File: src/rtl/cdte_pkg.sv
// Package for the calendar date to epoch time block: constants, types and tables.
`default_nettype none

package cdte_pkg;

  // Field widths of the request and result.
  localparam int unsigned YearW   = 12;
  localparam int unsigned MonthW  = 4;
  localparam int unsigned DayW    = 5;
  localparam int unsigned HourW   = 5;
  localparam int unsigned MinuteW = 6;
  localparam int unsigned SecondW = 6;
  localparam int unsigned SecW    = 32;
  localparam int unsigned UsecW   = 52;

  // Width of the whole-year day accumulator (4095 - 1970 years of 366 days fits).
  localparam int unsigned YearDaysW = 20;

  localparam logic [YearW-1:0] BaseYear    = YearW'(1970);
  localparam logic [8:0]       DaysInYear  = 9'd365;
  localparam logic [16:0]      SecsPerDay  = 17'd86400;
  localparam logic [11:0]      SecsPerHour = 12'd3600;
  localparam logic [5:0]       SecsPerMin  = 6'd60;
  localparam logic [19:0]      UsecPerSec  = 20'd1000000;

  // Year mod 25 through a reciprocal: q = (y * Recip25) >> Recip25Shift is exact
  // for every 12-bit year.
  localparam logic [17:0]      Recip25      = 18'd167773;
  localparam int unsigned      Recip25Shift = 22;
  localparam logic [4:0]       Div25        = 5'd25;

  // Base year residues for the running leap counters (1970 mod 4, 100, 400).
  localparam logic [1:0] BaseMod4   = 2'd2;
  localparam logic [6:0] BaseMod100 = 7'd70;
  localparam logic [8:0] BaseMod400 = 9'd370;

  typedef enum logic [2:0] {
    ST_IDLE,
    ST_RECIP,
    ST_LEAP,
    ST_YEARS,
    ST_DAYS,
    ST_SECS,
    ST_MICRO,
    ST_HOLD
  } state_t;

  // Commands from the controller to the datapath.
  typedef struct packed {
    logic load;
    logic recip;
    logic leap;
    logic year_step;
    logic days;
    logic secs;
    logic micro;
    logic publish;
  } cmd_t;

  // Status from the datapath to the controller.
  typedef struct packed {
    logic years_done;
    logic out_free;
  } status_t;

  // Days before the first of the month; codes outside 1..12 give none.
  function automatic logic [8:0] days_ahead(input logic [MonthW-1:0] mon);
    logic [8:0] d;
    unique case (mon)
      4'd2:    d = 9'd31;
      4'd3:    d = 9'd59;
      4'd4:    d = 9'd90;
      4'd5:    d = 9'd120;
      4'd6:    d = 9'd151;
      4'd7:    d = 9'd181;
      4'd8:    d = 9'd212;
      4'd9:    d = 9'd243;
      4'd10:   d = 9'd273;
      4'd11:   d = 9'd304;
      4'd12:   d = 9'd334;
      default: d = 9'd0;
    endcase
    return d;
  endfunction

endpackage

`default_nettype wire

File: src/rtl/cdte_if.sv
// Valid/ready channels for the date request and the epoch time result.
`default_nettype none

interface cdte_date_if;
  logic                            valid;
  logic                            ready;
  logic [cdte_pkg::YearW-1:0]      year;
  logic [cdte_pkg::MonthW-1:0]     month;
  logic [cdte_pkg::DayW-1:0]       day_of_month;
  logic [cdte_pkg::HourW-1:0]      hour;
  logic [cdte_pkg::MinuteW-1:0]    minute;
  logic [cdte_pkg::SecondW-1:0]    second;

  modport source (output valid, year, month, day_of_month, hour, minute, second,
                  input ready);
  modport sink (input valid, year, month, day_of_month, hour, minute, second,
                output ready);
endinterface

interface cdte_epoch_if;
  logic                        valid;
  logic                        ready;
  logic [cdte_pkg::SecW-1:0]   epoch_seconds;
  logic [cdte_pkg::UsecW-1:0]  epoch_microseconds;

  modport source (output valid, epoch_seconds, epoch_microseconds, input ready);
  modport sink (input valid, epoch_seconds, epoch_microseconds, output ready);
endinterface

`default_nettype wire

File: src/rtl/cdte_ctrl.sv
// Controller state machine that sequences one conversion through the datapath.
`default_nettype none

module cdte_ctrl (
  input  wire logic              clk,
  input  wire logic              rst,
  input  wire logic              in_valid,
  output logic                   in_ready,
  input  wire cdte_pkg::status_t status,
  output cdte_pkg::cmd_t         cmd
);

  cdte_pkg::state_t state;
  cdte_pkg::state_t state_next;

  // State register.
  always_ff @(posedge clk) begin
    if (rst) begin
      state <= cdte_pkg::ST_IDLE;
    end else begin
      state <= state_next;
    end
  end

  // Next state.
  always_comb begin
    state_next = state;
    unique case (state)
      cdte_pkg::ST_IDLE: begin
        if (in_valid) state_next = cdte_pkg::ST_RECIP;
      end
      cdte_pkg::ST_RECIP: state_next = cdte_pkg::ST_LEAP;
      cdte_pkg::ST_LEAP:  state_next = cdte_pkg::ST_YEARS;
      cdte_pkg::ST_YEARS: begin
        if (status.years_done) state_next = cdte_pkg::ST_DAYS;
      end
      cdte_pkg::ST_DAYS:  state_next = cdte_pkg::ST_SECS;
      cdte_pkg::ST_SECS:  state_next = cdte_pkg::ST_MICRO;
      cdte_pkg::ST_MICRO: state_next = cdte_pkg::ST_HOLD;
      cdte_pkg::ST_HOLD: begin
        if (status.out_free) state_next = cdte_pkg::ST_IDLE;
      end
      default: state_next = cdte_pkg::ST_IDLE;
    endcase
  end

  // Outputs.
  always_comb begin
    cmd      = '0;
    in_ready = 1'b0;
    unique case (state)
      cdte_pkg::ST_IDLE: begin
        in_ready = 1'b1;
        cmd.load = in_valid;
      end
      cdte_pkg::ST_RECIP: cmd.recip = 1'b1;
      cdte_pkg::ST_LEAP:  cmd.leap  = 1'b1;
      cdte_pkg::ST_YEARS: cmd.year_step = !status.years_done;
      cdte_pkg::ST_DAYS:  cmd.days  = 1'b1;
      cdte_pkg::ST_SECS:  cmd.secs  = 1'b1;
      cdte_pkg::ST_MICRO: cmd.micro = 1'b1;
      cdte_pkg::ST_HOLD:  cmd.publish = status.out_free;
      default: cmd = '0;
    endcase
  end

endmodule

`default_nettype wire

File: src/rtl/cdte_dp.sv
// Datapath: year walk, day and second sums, microsecond scaling and result register.
`default_nettype none

module cdte_dp (
  input  wire logic                           clk,
  input  wire logic                           rst,
  input  wire logic [cdte_pkg::YearW-1:0]     year,
  input  wire logic [cdte_pkg::MonthW-1:0]    month,
  input  wire logic [cdte_pkg::DayW-1:0]      day_of_month,
  input  wire logic [cdte_pkg::HourW-1:0]     hour,
  input  wire logic [cdte_pkg::MinuteW-1:0]   minute,
  input  wire logic [cdte_pkg::SecondW-1:0]   second,
  input  wire cdte_pkg::cmd_t                 cmd,
  output cdte_pkg::status_t                   status,
  output logic                                out_valid,
  input  wire logic                           out_ready,
  output logic [cdte_pkg::SecW-1:0]           epoch_seconds,
  output logic [cdte_pkg::UsecW-1:0]          epoch_microseconds
);

  // Captured request.
  logic [cdte_pkg::YearW-1:0]   year_r;
  logic [cdte_pkg::MonthW-1:0]  month_r;
  logic [cdte_pkg::DayW-1:0]    day_r;
  logic [cdte_pkg::HourW-1:0]   hour_r;
  logic [cdte_pkg::MinuteW-1:0] minute_r;
  logic [cdte_pkg::SecondW-1:0] second_r;

  // Leap test of the requested year.
  logic [7:0]                   quot25;
  logic                         leap_req;

  // Year walk.
  logic [cdte_pkg::YearW-1:0]   walk_year;
  logic [1:0]                   walk_mod4;
  logic [6:0]                   walk_mod100;
  logic [8:0]                   walk_mod400;
  logic [cdte_pkg::YearDaysW-1:0] year_days;

  logic [cdte_pkg::SecW-1:0]    total_days;
  logic [cdte_pkg::SecW-1:0]    secs;
  logic [cdte_pkg::UsecW-1:0]   usec_stage;

  logic [29:0]                  recip_prod;
  logic [12:0]                  quot25_x25;
  logic [4:0]                   rem25;
  logic                         leap_calc;
  logic                         walk_leap;
  logic                         leap_add;
  logic [48:0]                  day_secs_prod;
  logic [17:0]                  hms_secs;
  logic [51:0]                  usec_prod;

  // Quotient by 25 through the reciprocal, registered before its use.
  assign recip_prod = 30'(year_r) * 30'(cdte_pkg::Recip25);

  // Remainder by 25 and the Gregorian rule for the requested year.
  assign quot25_x25 = 13'(quot25) * 13'(cdte_pkg::Div25);
  assign rem25      = 5'(13'(year_r) - quot25_x25);
  assign leap_calc  = (year_r[1:0] == 2'd0) && ((rem25 != 5'd0) || (year_r[3:0] == 4'd0));

  // Gregorian rule for the year being walked, from running residues.
  assign walk_leap = (walk_mod4 == 2'd0) && ((walk_mod100 != 7'd0) || (walk_mod400 == 9'd0));

  // Leap day counts only after February of a leap year.
  assign leap_add = leap_req && (month_r > 4'd2) && (month_r <= 4'd12);

  assign day_secs_prod = 49'(total_days) * 49'(cdte_pkg::SecsPerDay);
  assign hms_secs      = 18'(second_r)
                       + 18'(minute_r) * 18'(cdte_pkg::SecsPerMin)
                       + 18'(hour_r) * 18'(cdte_pkg::SecsPerHour);
  assign usec_prod     = 52'(secs) * 52'(cdte_pkg::UsecPerSec);

  assign status.years_done = (walk_year >= year_r);
  assign status.out_free   = !out_valid || out_ready;

  // Request capture.
  always_ff @(posedge clk) begin
    if (cmd.load) begin
      year_r   <= year;
      month_r  <= month;
      day_r    <= day_of_month;
      hour_r   <= hour;
      minute_r <= minute;
      second_r <= second;
    end
  end

  // Leap test of the requested year: the quotient by 25 is registered first, then the leap flag.
  always_ff @(posedge clk) begin
    if (cmd.recip) begin
      quot25 <= 8'(recip_prod >> cdte_pkg::Recip25Shift);
    end
    if (cmd.leap) begin
      leap_req <= leap_calc;
    end
  end

  // Walk from the base year, one year per cycle, adding 365 or 366 days.
  always_ff @(posedge clk) begin
    if (cmd.load) begin
      walk_year   <= cdte_pkg::BaseYear;
      walk_mod4   <= cdte_pkg::BaseMod4;
      walk_mod100 <= cdte_pkg::BaseMod100;
      walk_mod400 <= cdte_pkg::BaseMod400;
      year_days   <= '0;
    end else if (cmd.year_step) begin
      walk_year   <= walk_year + 1'b1;
      walk_mod4   <= walk_mod4 + 1'b1;
      walk_mod100 <= (walk_mod100 == 7'd99) ? 7'd0 : walk_mod100 + 1'b1;
      walk_mod400 <= (walk_mod400 == 9'd399) ? 9'd0 : walk_mod400 + 1'b1;
      year_days   <= year_days + cdte_pkg::YearDaysW'(cdte_pkg::DaysInYear)
                   + cdte_pkg::YearDaysW'(walk_leap);
    end
  end

  // Day total, seconds and microseconds, all modulo the register widths.
  always_ff @(posedge clk) begin
    if (cmd.days) begin
      total_days <= 32'(year_days) + 32'(cdte_pkg::days_ahead(month_r))
                  + 32'(leap_add) + 32'(day_r) - 32'd1;
    end
    if (cmd.secs) begin
      secs <= day_secs_prod[31:0] + 32'(hms_secs);
    end
    if (cmd.micro) begin
      usec_stage <= usec_prod;
    end
  end

  // Result register; it frees itself when the receiver takes the result.
  always_ff @(posedge clk) begin
    if (rst) begin
      out_valid <= 1'b0;
    end else if (cmd.publish) begin
      out_valid <= 1'b1;
    end else if (out_ready) begin
      out_valid <= 1'b0;
    end
  end

  // Result data changes only when a new result is published, so it holds
  // steady while the receiver stalls.
  always_ff @(posedge clk) begin
    if (cmd.publish) begin
      epoch_microseconds <= usec_stage;
      epoch_seconds      <= secs;
    end
  end

endmodule

`default_nettype wire

File: src/rtl/calendar_date_to_epoch_time.sv
// Top level: calendar date and time to seconds and microseconds since 1970.
//
// A request on the date channel carries year, month, day of month, hour,
// minute and second. One result per request leaves on the epoch channel with
// the seconds since 1970-01-01 00:00:00 (modulo 2^32) and that count times one
// million. Both channels use valid/ready; a transfer happens on a clock edge
// where both are high.
//
// The datapath walks the whole years from 1970 one per cycle, so the time from
// acceptance to a valid result grows with the year; years up to 1970 need no
// walk. A new request is taken in the cycle after the result is placed in the
// output register, and not while the previous request is still being computed.
//
// The result register holds its value while the receiver stalls. The next
// request is then accepted and computed, and waits in the final step until
// the output register is free.
//
// Synchronous reset returns the controller to idle and empties the result
// register; no other state needs clearing.
`default_nettype none

module calendar_date_to_epoch_time (
  input  wire logic     clk,
  input  wire logic     rst,
  cdte_date_if.sink     date,
  cdte_epoch_if.source  epoch
);

  cdte_pkg::cmd_t    cmd;
  cdte_pkg::status_t status;

  cdte_ctrl u_ctrl (
    .clk      (clk),
    .rst      (rst),
    .in_valid (date.valid),
    .in_ready (date.ready),
    .status   (status),
    .cmd      (cmd)
  );

  cdte_dp u_dp (
    .clk                (clk),
    .rst                (rst),
    .year               (date.year),
    .month              (date.month),
    .day_of_month       (date.day_of_month),
    .hour               (date.hour),
    .minute             (date.minute),
    .second             (date.second),
    .cmd                (cmd),
    .status             (status),
    .out_valid          (epoch.valid),
    .out_ready          (epoch.ready),
    .epoch_seconds      (epoch.epoch_seconds),
    .epoch_microseconds (epoch.epoch_microseconds)
  );

endmodule

`default_nettype wire
File: src/flat_wrapper.sv
// flat-port wrapper written by rule: the top's interface ports become plain ports
module calendar_date_to_epoch_time_flat 
  (clk, rst, date_valid, date_year, date_month, date_day_of_month, date_hour, date_minute, date_second, date_ready, epoch_valid, epoch_epoch_seconds, epoch_epoch_microseconds, epoch_ready);
  cdte_date_if date_i ();
  cdte_epoch_if epoch_i ();
  input  wire logic clk;
  input  wire logic rst;
  input wire logic [$bits(date_i.valid)-1:0] date_valid;
  input wire logic [$bits(date_i.year)-1:0] date_year;
  input wire logic [$bits(date_i.month)-1:0] date_month;
  input wire logic [$bits(date_i.day_of_month)-1:0] date_day_of_month;
  input wire logic [$bits(date_i.hour)-1:0] date_hour;
  input wire logic [$bits(date_i.minute)-1:0] date_minute;
  input wire logic [$bits(date_i.second)-1:0] date_second;
  output wire logic [$bits(date_i.ready)-1:0] date_ready;
  output wire logic [$bits(epoch_i.valid)-1:0] epoch_valid;
  output wire logic [$bits(epoch_i.epoch_seconds)-1:0] epoch_epoch_seconds;
  output wire logic [$bits(epoch_i.epoch_microseconds)-1:0] epoch_epoch_microseconds;
  input wire logic [$bits(epoch_i.ready)-1:0] epoch_ready;
  assign date_i.valid = date_valid;
  assign date_i.year = date_year;
  assign date_i.month = date_month;
  assign date_i.day_of_month = date_day_of_month;
  assign date_i.hour = date_hour;
  assign date_i.minute = date_minute;
  assign date_i.second = date_second;
  assign date_ready = date_i.ready;
  assign epoch_valid = epoch_i.valid;
  assign epoch_epoch_seconds = epoch_i.epoch_seconds;
  assign epoch_epoch_microseconds = epoch_i.epoch_microseconds;
  assign epoch_i.ready = epoch_ready;
  calendar_date_to_epoch_time u_core (.clk(clk), .rst(rst), .date(date_i), .epoch(epoch_i));
endmodule
File: config.mk
export PLATFORM = sky130hd
export DESIGN_NAME = calendar_date_to_epoch_time_flat
export DESIGN_NICKNAME = d
export VERILOG_FILES = /design/src/rtl/cdte_pkg.sv /design/src/rtl/cdte_if.sv /design/src/rtl/cdte_ctrl.sv /design/src/rtl/cdte_dp.sv /design/src/rtl/calendar_date_to_epoch_time.sv /design/src/flat_wrapper.sv
export SDC_FILE = /design/constraint.sdc
export NUM_CORES = 1
export LEC_CHECK = 0
export ABC_AREA = 1
export ABC_CLOCK_PERIOD_IN_PS = 5300
export BUFFER_PORTS_ARGS = -buffer_cell sky130_fd_sc_hd__buf_2
export CAP_MARGIN = 15
export CORE_UTILIZATION = 35
export CTS_BUF_LIST = sky130_fd_sc_hd__clkbuf_4 sky130_fd_sc_hd__clkbuf_8
export CTS_CLUSTER_DIAMETER = 50
export DETAILED_ROUTE_END_ITERATION = 7
export PLACE_DENSITY = 0.6
export SKIP_CTS_REPAIR_TIMING = 1
export SYNTH_ARGS = -nofsm -noshare
export SYNTH_HDL_FRONTEND = slang
export SYNTH_SLANG_ARGS = --single-unit
File: constraint.sdc
create_clock -name clk -period 5.3 [get_ports clk]
set_input_delay 0.53 -clock clk [delete_from_list [all_inputs] [get_ports clk]]
set_output_delay 0.53 -clock clk [all_outputs]
set_load 0.01 [all_outputs]
# ---- Yosys cells after proc, flatten, opt, wreduce, memory -nomap -nowiden
# Memory sizes are Yosys's and may differ from the RTL's. A register that Yosys moved wholly into a read port is not among the register bits.
# Cells that the tools add are included.
dict set report totals {
  reg_bits 289
  mem_bits_ro 144
  wordCells 93
  n_memories 1
}
# name depth word_bits rd rd_ports_with_merged_regs wr line
set mem_list {}
lappend mem_list {{(name not given)} 16 9 1 1 0 cdte_pkg.sv:69} ;# unique case (mon)
dict set report classes {
  mux 19
  n_addsub 14
  n_reduce_logical 18
  mul 6
  eq_ne 12
  order_cmp 3
}
# cell n
set op_table {}
lappend op_table {{32-bit by 14-bit multiplier with 46-bit output, second input constant} 1}
lappend op_table {{32-bit by 18-bit adder with 32-bit output} 1}
lappend op_table {{32-bit by 10-bit multiplier with 25-bit output, second input constant} 1}
lappend op_table {{12-bit by 18-bit multiplier with 30-bit output, second input constant} 1}
lappend op_table {{3-bit one-hot mux with 8 select lines} 1}
lappend op_table {{23-bit by 1-bit subtractor with 24-bit output, second input constant} 1}
lappend op_table {{22-bit by 5-bit adder with 23-bit output} 1}
lappend op_table {{21-bit by 1-bit adder with 22-bit output} 1}
lappend op_table {{20-bit by 9-bit adder with 21-bit output} 1}
lappend op_table {{20-bit by 1-bit adder with 20-bit output} 1}
lappend op_table {{20-bit by 9-bit adder with 20-bit output, second input constant} 1}
lappend op_table {{13-bit by 17-bit adder with 18-bit output} 1}
lappend op_table {{9-bit two-way mux} 2}
lappend op_table {{6-bit by 12-bit adder with 13-bit output} 1}
lappend op_table {{5-bit by 8-bit multiplier with 13-bit output, second input constant} 1}
lappend op_table {{12-bit by 1-bit adder with 12-bit output, second input constant} 1}
lappend op_table {{3-bit == test, second input constant} 4}
lappend op_table {{12-bit greater-or-equal comparator} 1}
lappend op_table {{1-bit two-way mux} 11}
lappend op_table {{6-bit by 4-bit multiplier with 10-bit output, second input constant} 1}
lappend op_table {{9-bit by 1-bit adder with 9-bit output, second input constant} 1}
lappend op_table {{9-bit == test, second input constant} 1}
lappend op_table {{9-bit logical NOT} 1}
lappend op_table {{3-bit two-way mux} 3}
lappend op_table {{22 further kinds} 32}

# ---- Logic depth before layout (Yosys ltp)
# Gate-level depths: netlist of the first run.
dict set report depth {
  ltp_word 7
  depth_mapped 29
}

# ---- By module
# Synthesis of the first run repeated with hierarchy kept, for this count alone.
dict set report unflattened {
  hier_cells 2988
  area_unflattened_um2 28392.2
}
# mod cells_each area_per_inst_um2 instances
set by_module_without_submodules {}
lappend by_module_without_submodules {cdte_dp 2947 28169.5 1}
lappend by_module_without_submodules {cdte_ctrl 41 222.7 1}

# ---- Least setup slack after synthesis of the first run
# No wires, ideal clock.
dict set report synth_timing {
  kind {register to register}
  startpoint {register, netlist name u_core.u_dp.year_r[2]}
  endpoint {register u_core.u_dp.epoch_microseconds[10] in the netlist's numbering, enable pin}
  setup_slack_ps -327
  stages_incl_launch_ff 10
  n_path_buf 1
  setup_time_ps 515
  t_arrival_ps 5112
  cell_sequence {edfxtp_1 inv_1 ha_1 nand2_1 o21ai_0 a31oi_1 nand3_1 clkbuf_1 nand4_1 nor2_1}
}
# item line
set synth_lines {}
lappend synth_lines {{end signal, assigned} cdte_dp.sv:146} ;# epoch_microseconds <= usec_stage;
lappend synth_lines {{end, declared} cdte_dp.sv:18} ;# output logic [cdte_pkg::UsecW-1:0] epoch_microseconds

# ---- Worst setup path after layout of the first run
dict set report layout_timing {
  startpoint {register u_core.u_dp.secs[18] in the netlist's numbering}
  endpoint {register u_core.u_dp.usec_stage[48] in the netlist's numbering, data pin}
}
dict set report layout_via {
  elab_chain_len 1
}
# item line
set layout_rtl {}
lappend layout_rtl {{start, declared} cdte_dp.sv:41} ;# logic [cdte_pkg::SecW-1:0] secs;
lappend layout_rtl {{start signal, assigned} cdte_dp.sv:124} ;# secs <= day_secs_prod[31:0] + 32'(hms_secs);
lappend layout_rtl {{32-bit by 14-bit multiplier with 46-bit output} cdte_dp.sv:72} ;# assign usec_prod = 52'(secs) * 52'(cdte_pkg::UsecPerSec);
lappend layout_rtl {{named net u_core.u_dp.usec_prod[48]} cdte_dp.sv:52} ;# logic [51:0] usec_prod;
lappend layout_rtl {{end signal, assigned} cdte_dp.sv:127} ;# usec_stage <= usec_prod;
lappend layout_rtl {{end, declared} cdte_dp.sv:42} ;# logic [cdte_pkg::UsecW-1:0] usec_stage;
# The timed path passes the listed nets, and every way through them passes these cells.
# A chain may end at the register's enable or synchronous reset.

==> impl_metrics.toml, run 1 <==
[final_layout]
fin_nets = 4188
final_cell_mix = "inv_1 (633), nand2_1 (455), ha_1 (413)"
fin_area_um2 = 34300
final_common_cell = "inv_1"
area.growth.synth_to_final_pct = 18.5
regArea_um2 = 7990
drive_gt1_share_pct = 17.1
nFillCells = 8085
multi_input_area_um2 = 19200

[setup_path]
crit_chain = "inv_2 -> fa_1 -> fa_1 -> inv_1 -> fa_1 -> fa_1 -> ha_4 -> fa_1 -> ha_4 -> a21oi_1 -> inv_1 -> a31oi_2 -> o21ai_1 -> a21oi_2 -> nand2_2 -> a21oi_2 -> inv_1 -> nand2_1 -> nand2_1"
crit_top_cell = "fa_1"
crit_slowest_cell = "fa_1"
cp_top_family = "adder cells"
cp-start-kind = "register"
path_max_fanout = 6
cp.required_ps = 5670
crit_buf_inv = 4
cp.arrival_ps = 5540
end_kind = "register"
critical_path_class = "reg2reg"
slowest_delay_ps = 590

[grt]
grt_max_degree = 58
overflow = 0
grt_pass1_wl_um = 102000
grt_pass1_vias = 21200
antenna_found_initial = 2
grt_usage_pct = 15.1

[clock_network]
cts_buffers = 57
root_buffer = "clkbuf_8"
cts.sinks = 287
clk_latency_ps = 710
cts_htree_levels = 2
clkTransAtPathRegs_ps = 60
ctsLongestPathBuffers = 3
cts_tree = "yes"

[power]
power_leakage_nw = 16.5
ir_drop_v = 0.000369
p_per_area_nw_per_um2 = 545
power_w = 0.0187

[placement]
hpwl_um = 52700
post_dp_cell_area_um2 = 31700
gp_congestion = 0.893
portBuffers = 121

[floorplanning]
top_level_ports = 128
fp.dieH_um = 289
die_area_um2 = 83800
rows = 105
coreArea_um2 = 82000
start_util_pct = 35.3
fp.dieW_um = 289

[timing]
rsz0062_at_grt = "true"
timing.fmax_mhz = 194
finalHoldViolations = 0
timing.final.crit_share_pct = 97.5
final_max_slew_viol_count = 0
clock_skew_ps = 94.9
worst_slew_pin_slew_ps = 932
finalSetupViolCount = 0
timing.final.crit_period_ps = 5170
slew_headroom_pct = 37.2

[detailed_routing]
wl_per_cell_um = 14.0
first_pass_iters = 5
viasPerCell = 4.63
drc = 0
drt-total-wl_um = 63700
drt_iter0_drc = 751
vias = 21000
antenna_left = 0

[yosys]
ys_types = 54
async_reset_ff_share_pct = 0
netlist_area_um2 = 28900
postSynthCellCount = 3083
yosys_warnings = 0
avgSynthCellArea_um2 = 9.38
synth-edff-count = 224
ys_seq_area_share_pct = 27.6
synth_flop_cell = "edfxtp_1"
ys_seq_elements = 287

[min_path]
holdCritPathClass = "in2reg"

[flow_run]
maxCapViolCount = 0

[outcome]
status = "completed"
path summary, 6_finish.rpt:
path,start,end,slack (ps),depth (start not counted)
max reg2reg,u_core.u_dp.secs[18]$_DFFE_PP_,u_core.u_dp.usec_stage[48]$_DFFE_PP_,130,19
max,u_core.u_dp.secs[18]$_DFFE_PP_,u_core.u_dp.usec_stage[48]$_DFFE_PP_,130,19
min reg2reg,u_core.u_dp.usec_stage[9]$_DFFE_PP_,u_core.u_dp.epoch_microseconds[9]$_DFFE_PP_,420,0
min,date_year[8],u_core.u_dp.year_r[8]$_DFFE_PP_,50,1
Yosys cell counts (4+ instances only):
| library cell | number | area share (%) |
|---|---|---|
| o21ai_1 | 4 | 0.069 |
| o21a_1 | 8 | 0.21 |
| a21o_1 | 14 | 0.36 |
| and3_1 | 5 | 0.11 |
| nand2_1 | 474 | 6.2 |
| a21oi_1 | 165 | 2.9 |
| nand3_2 | 6 | 0.21 |
| nor3_1 | 26 | 0.45 |
| a31oi_1 | 26 | 0.56 |
| nand3_1 | 109 | 1.9 |
| nor2_1 | 159 | 2.1 |
| buf_2 | 6 | 0.10 |
| nor4_1 | 15 | 0.32 |
| buf_4 | 6 | 0.16 |
| edfxtp_1 | 224 | 23 |
| nand3b_1 | 6 | 0.16 |
| clkbuf_1 | 13 | 0.17 |
| inv_2 | 15 | 0.19 |
| o211ai_1 | 17 | 0.44 |
| nor2_2 | 6 | 0.13 |
| inv_1 | 656 | 8.5 |
| xnor2_1 | 50 | 1.5 |
| o21ai_0 | 85 | 1.5 |
| nand4_1 | 30 | 0.65 |
| ha_1 | 449 | 19 |
| xor2_1 | 97 | 2.9 |
| dfxtp_1 | 63 | 4.4 |
| nor2_4 | 7 | 0.27 |
| nand2_2 | 14 | 0.30 |
| o21bai_1 | 8 | 0.21 |
| nand2_4 | 4 | 0.16 |
| o221ai_1 | 4 | 0.12 |
| fa_1 | 277 | 19 |
power breakdown:
part	switching, W	total, W	leakage (nW)	internal [W]
logic	0.00760	0.0131	13.3	0.00552
registers	0.000128	0.00315	2.55	0.00302
clock network	0.00106	0.00242	0.631	0.00135
total	0.00879	0.0187	16.5	0.00989
metrics by stage:
stage	instances	setup TNS (ps)	utilization (%)	setup slack, ps	hold WS, ps
floorplan	3088	0	-	211	400
global placement	4371	-48.1	38.6	-33.7	401
detailed placement	4371	-135	38.6	-70.7	405
CTS	4477	-1390	40.1	-193	-90.8
global route	4538	-329	41.8	-72.4	1.45
finish	4539	0	41.8	134	46.3
kinds of logic (layout without fill, tap and decap cells):
logic type      Yosys count  in the layout  share of synthesized area, %
compound gates          353            353                          6.97
buf+inv                 697           1076                          9.15
xor+xnor                147            147                          4.45
other cells               1              8                        0.0130
fa+ha+maj               726            726                          38.6
simple gates            872            872                          13.2
flops                   287            287                          27.6
final cells by class:
type,instances,area share (%)
Timing Repair Buffer,298,5.95
Antenna cell,2,0.0146
Inverter,672,7.36
Clock buffer,72,2.65
Multi-Input combinational cell,2104,55.9
Clock inverter,34,0.945
Sequential cell,287,23.3
Tap cell,1070,3.90
per-layer routing:
metal	global-route usage [%]	share of wire, %	routed length, um	vias to the layer above
met5	0	0	0	-
met4	4.58	2.7	1700	0
met3	2.08	2.9	1840	102
met2	27.4	50	31900	258
met1	18.5	44	28200	9959
li1	-	-	-	10700
registers in the layout, summed over array words and instances (netlist names), 5 cells and up, named ones only:
signal	flops
u_core.u_dp.epoch_microseconds	46
u_core.u_dp.usec_stage	46
u_core.u_dp.epoch_seconds	32
u_core.u_dp.secs	32
u_core.u_dp.total_days	24
u_core.u_dp.year_days	20
u_core.u_dp.walk_year	12
u_core.u_dp.year_r	12
u_core.u_dp.walk_mod400	9
u_core.u_dp.walk_mod100	7
u_core.u_dp.minute_r	6
u_core.u_dp.second_r	6
u_core.u_dp.day_r	5
u_core.u_dp.hour_r	5
u_core.u_dp.quot25	5
worst reg2reg max path, delay by kind of cell, from the launching register on:
family	cells	cell delay [ps]
buffers and inverters	4	330
DFF	1	480
AOI/OAI and AO/OA	5	730
adders and majority gates	7	3090
and+or+nand+nor	3	190
No activity file was read; power rests on OpenSTA's default activity.
==> run 2: changes to the inputs <==
--- a/config.mk
+++ b/config.mk
@@ -13,6 +13,7 @@
 export CTS_BUF_LIST = sky130_fd_sc_hd__clkbuf_4 sky130_fd_sc_hd__clkbuf_8
 export CTS_CLUSTER_DIAMETER = 50
 export DETAILED_ROUTE_END_ITERATION = 7
+export GPL_TIMING_DRIVEN = 0
 export PLACE_DENSITY = 0.6
 export SKIP_CTS_REPAIR_TIMING = 1
 export SYNTH_ARGS = -nofsm -noshare
==> impl_metrics.toml, run 2 (synthesis results as in run 1) <==
[placement]
hpwl_um = 52100
post_dp_cell_area_um2 = 31100
portBuffers = 121
dp_cells = 4290
gp_congestion = 0.877

[timing]
slew_headroom_pct = 37.6
final_max_slew_viol_count = 0
timing.fmax_mhz = 186
fin_hold_ws_ps = 60.5
rsz0062_at_grt = "true"
finalHoldViolations = 0
timing.final.crit_share_pct = 102
fin_setup_tns_ps = -705
clock_skew_ps = 67.4
finalSetupViolCount = 12
timing.final.crit_period_ps = 5390
fin_ws_ps = -87.0
worst_slew_pin_slew_ps = 926

[final_layout]
reg_top3 = "u_core.u_dp.epoch_microseconds (46), u_core.u_dp.usec_stage (46)"
fin_nets = 4210
fin_area_um2 = 34700
final_cell_mix = "inv_1 (624), nand2_1 (450), ha_1 (414)"
finalNonFillerCells = 4555
final_common_cell = "inv_1"
area.growth.synth_to_final_pct = 20.0
drive_gt1_share_pct = 17.8
finish.utilization_pct = 42.3

[detailed_routing]
drt_iter0_drc = 821
first_pass_iters = 7
drc = 0
vias = 21100
wl_per_cell_um = 14.1
drt-total-wl_um = 64400
antenna_left = 0
viasPerCell = 4.62

[floorplanning]
start_util_pct = 35.3
fp.dieW_um = 289
fp.dieH_um = 289
die_area_um2 = 83800
top_level_ports = 128
coreArea_um2 = 82000
rows = 105

[setup_path]
cp_top_family = "adder cells"
cp.arrival_ps = 5770
crit_buf_inv = 5
crit_slowest_cell = "fa_2"
end_kind = "register"
reg2reg_slack_ps = -90
cp.required_ps = 5680
cp-start-kind = "register"
critical_path_class = "reg2reg"
slowest_delay_ps = 540
r2r-end = "u_core.u_dp.usec_stage[47]$_DFFE_PP_"
crit_top_cell = "fa_1"
crit_chain = "clkinvlp_4 -> buf_6 -> fa_1 -> inv_2 -> fa_2 -> fa_1 -> fa_1 -> ha_4 -> inv_2 -> fa_1 -> inv_2 -> ha_4 -> nand2_4 -> nor2_4 -> nand2_2 -> nor4_2 -> nand2_1 -> nand4_1 -> nand3_1 -> nand2_1 -> xor2_1"
reg2regPathDepth = 21
path_max_fanout = 5
regToRegStartpoint = "u_core.u_dp.secs[11]$_DFFE_PP_"

[clock_network]
ctsLongestPathBuffers = 3
root_buffer = "clkbuf_8"
cts.sinks = 287
cts_htree_levels = 2
clkTransAtPathRegs_ps = 60
cts_tree = "yes"
clk_latency_ps = 690
cts_buffers = 55

[grt]
grt_pass1_vias = 20500
grt_usage_pct = 15.1
antenna_found_initial = 1
grt_max_degree = 36
grt_pass1_wl_um = 101000
overflow = 0

[flow_run]
maxCapViolCount = 0

[min_path]
holdPathStages = 2
holdCritPathClass = "in2reg"
min_to = "u_core.u_ctrl.state[2]$_SDFFE_PP0P_"
hp-start = "rst"

[outcome]
status = "finished with violations"
violations = "setup timing"

[power]
ir_drop_v = 0.000327
p_per_area_nw_per_um2 = 545
power_leakage_nw = 16.7
run 2: cell types whose count changed in the layout (fill, tap and decap cells not counted), moves of 6 or more:
cell / previous run / this run
buf_2: 121 / 127
buf_4: 139 / 128
buf_6: 5 / 11
inv_1: 633 / 624
dlygate4sd3_1: 32 / 38
clkbuf_1: 0 / 12
run 2: layout make-up:
cell class | count | area, um2
timing repair buffer | 297 | 2120
buffer | 25 | 125
clock buffer | 72 | 922
fill | 8046 | 47300
multi-input combinational | 2104 | 19400
sequential | 287 | 7990
antenna | 1 | 2.50
tap | 1070 | 1340
inverter | 672 | 2540
clock inverter | 27 | 320
run 2: through the flow:
stage / total power [W] / setup slack (ps)
floorplan: 0.0119 / 211
global placement: 0.0142 / -1100
detailed placement: 0.0144 / -559
CTS: 0.0170 / -611
global route: 0.0209 / -289
finish: 0.0189 / -87.0
run 2: metal layers:
metal	global-route usage, %	vias up	wire, um
met4	5.36	0	2440
met2	26.8	292	32100
met5	0	-	0
met3	2.26	131	1850
li1	-	10700	-
met1	18.4	9934	27900
run 2: where the power goes:
part / total [W] / leakage, nW / internal [W] / switching (W)
Clock: 0.00246 / 0.644 / 0.00144 / 0.00102
Combinational: 0.0133 / 13.5 / 0.00555 / 0.00775
Sequential: 0.00316 / 2.55 / 0.00302 / 0.000139
Total: 0.0189 / 16.7 / 0.0100 / 0.00891
run 2: how the worst max path moves through the flow:
| stage | end | slack [ps] | startpoint | cells after the start |
|---|---|---|---|---|
| after floorplan | u_core.u_dp.usec_stage[41]$_DFFE_PP_ | 210 | u_core.u_dp.secs[10]$_DFFE_PP_ | 18 |
| after global placement | u_core.u_dp.epoch_seconds[2]$_DFFE_PP_ | -1100 | u_core.u_dp.year_r[2]$_DFFE_PP_ | 9 |
| after detailed placement | u_core.u_dp.usec_stage[41]$_DFFE_PP_ | -560 | u_core.u_dp.secs[7]$_DFFE_PP_ | 18 |
| after CTS | u_core.u_dp.usec_stage[48]$_DFFE_PP_ | -610 | u_core.u_dp.secs[3]$_DFFE_PP_ | 20 |
| after global routing | u_core.u_dp.usec_stage[47]$_DFFE_PP_ | -290 | u_core.u_dp.secs[13]$_DFFE_PP_ | 21 |
| final | u_core.u_dp.usec_stage[47]$_DFFE_PP_ | -90 | u_core.u_dp.secs[11]$_DFFE_PP_ | 21 |
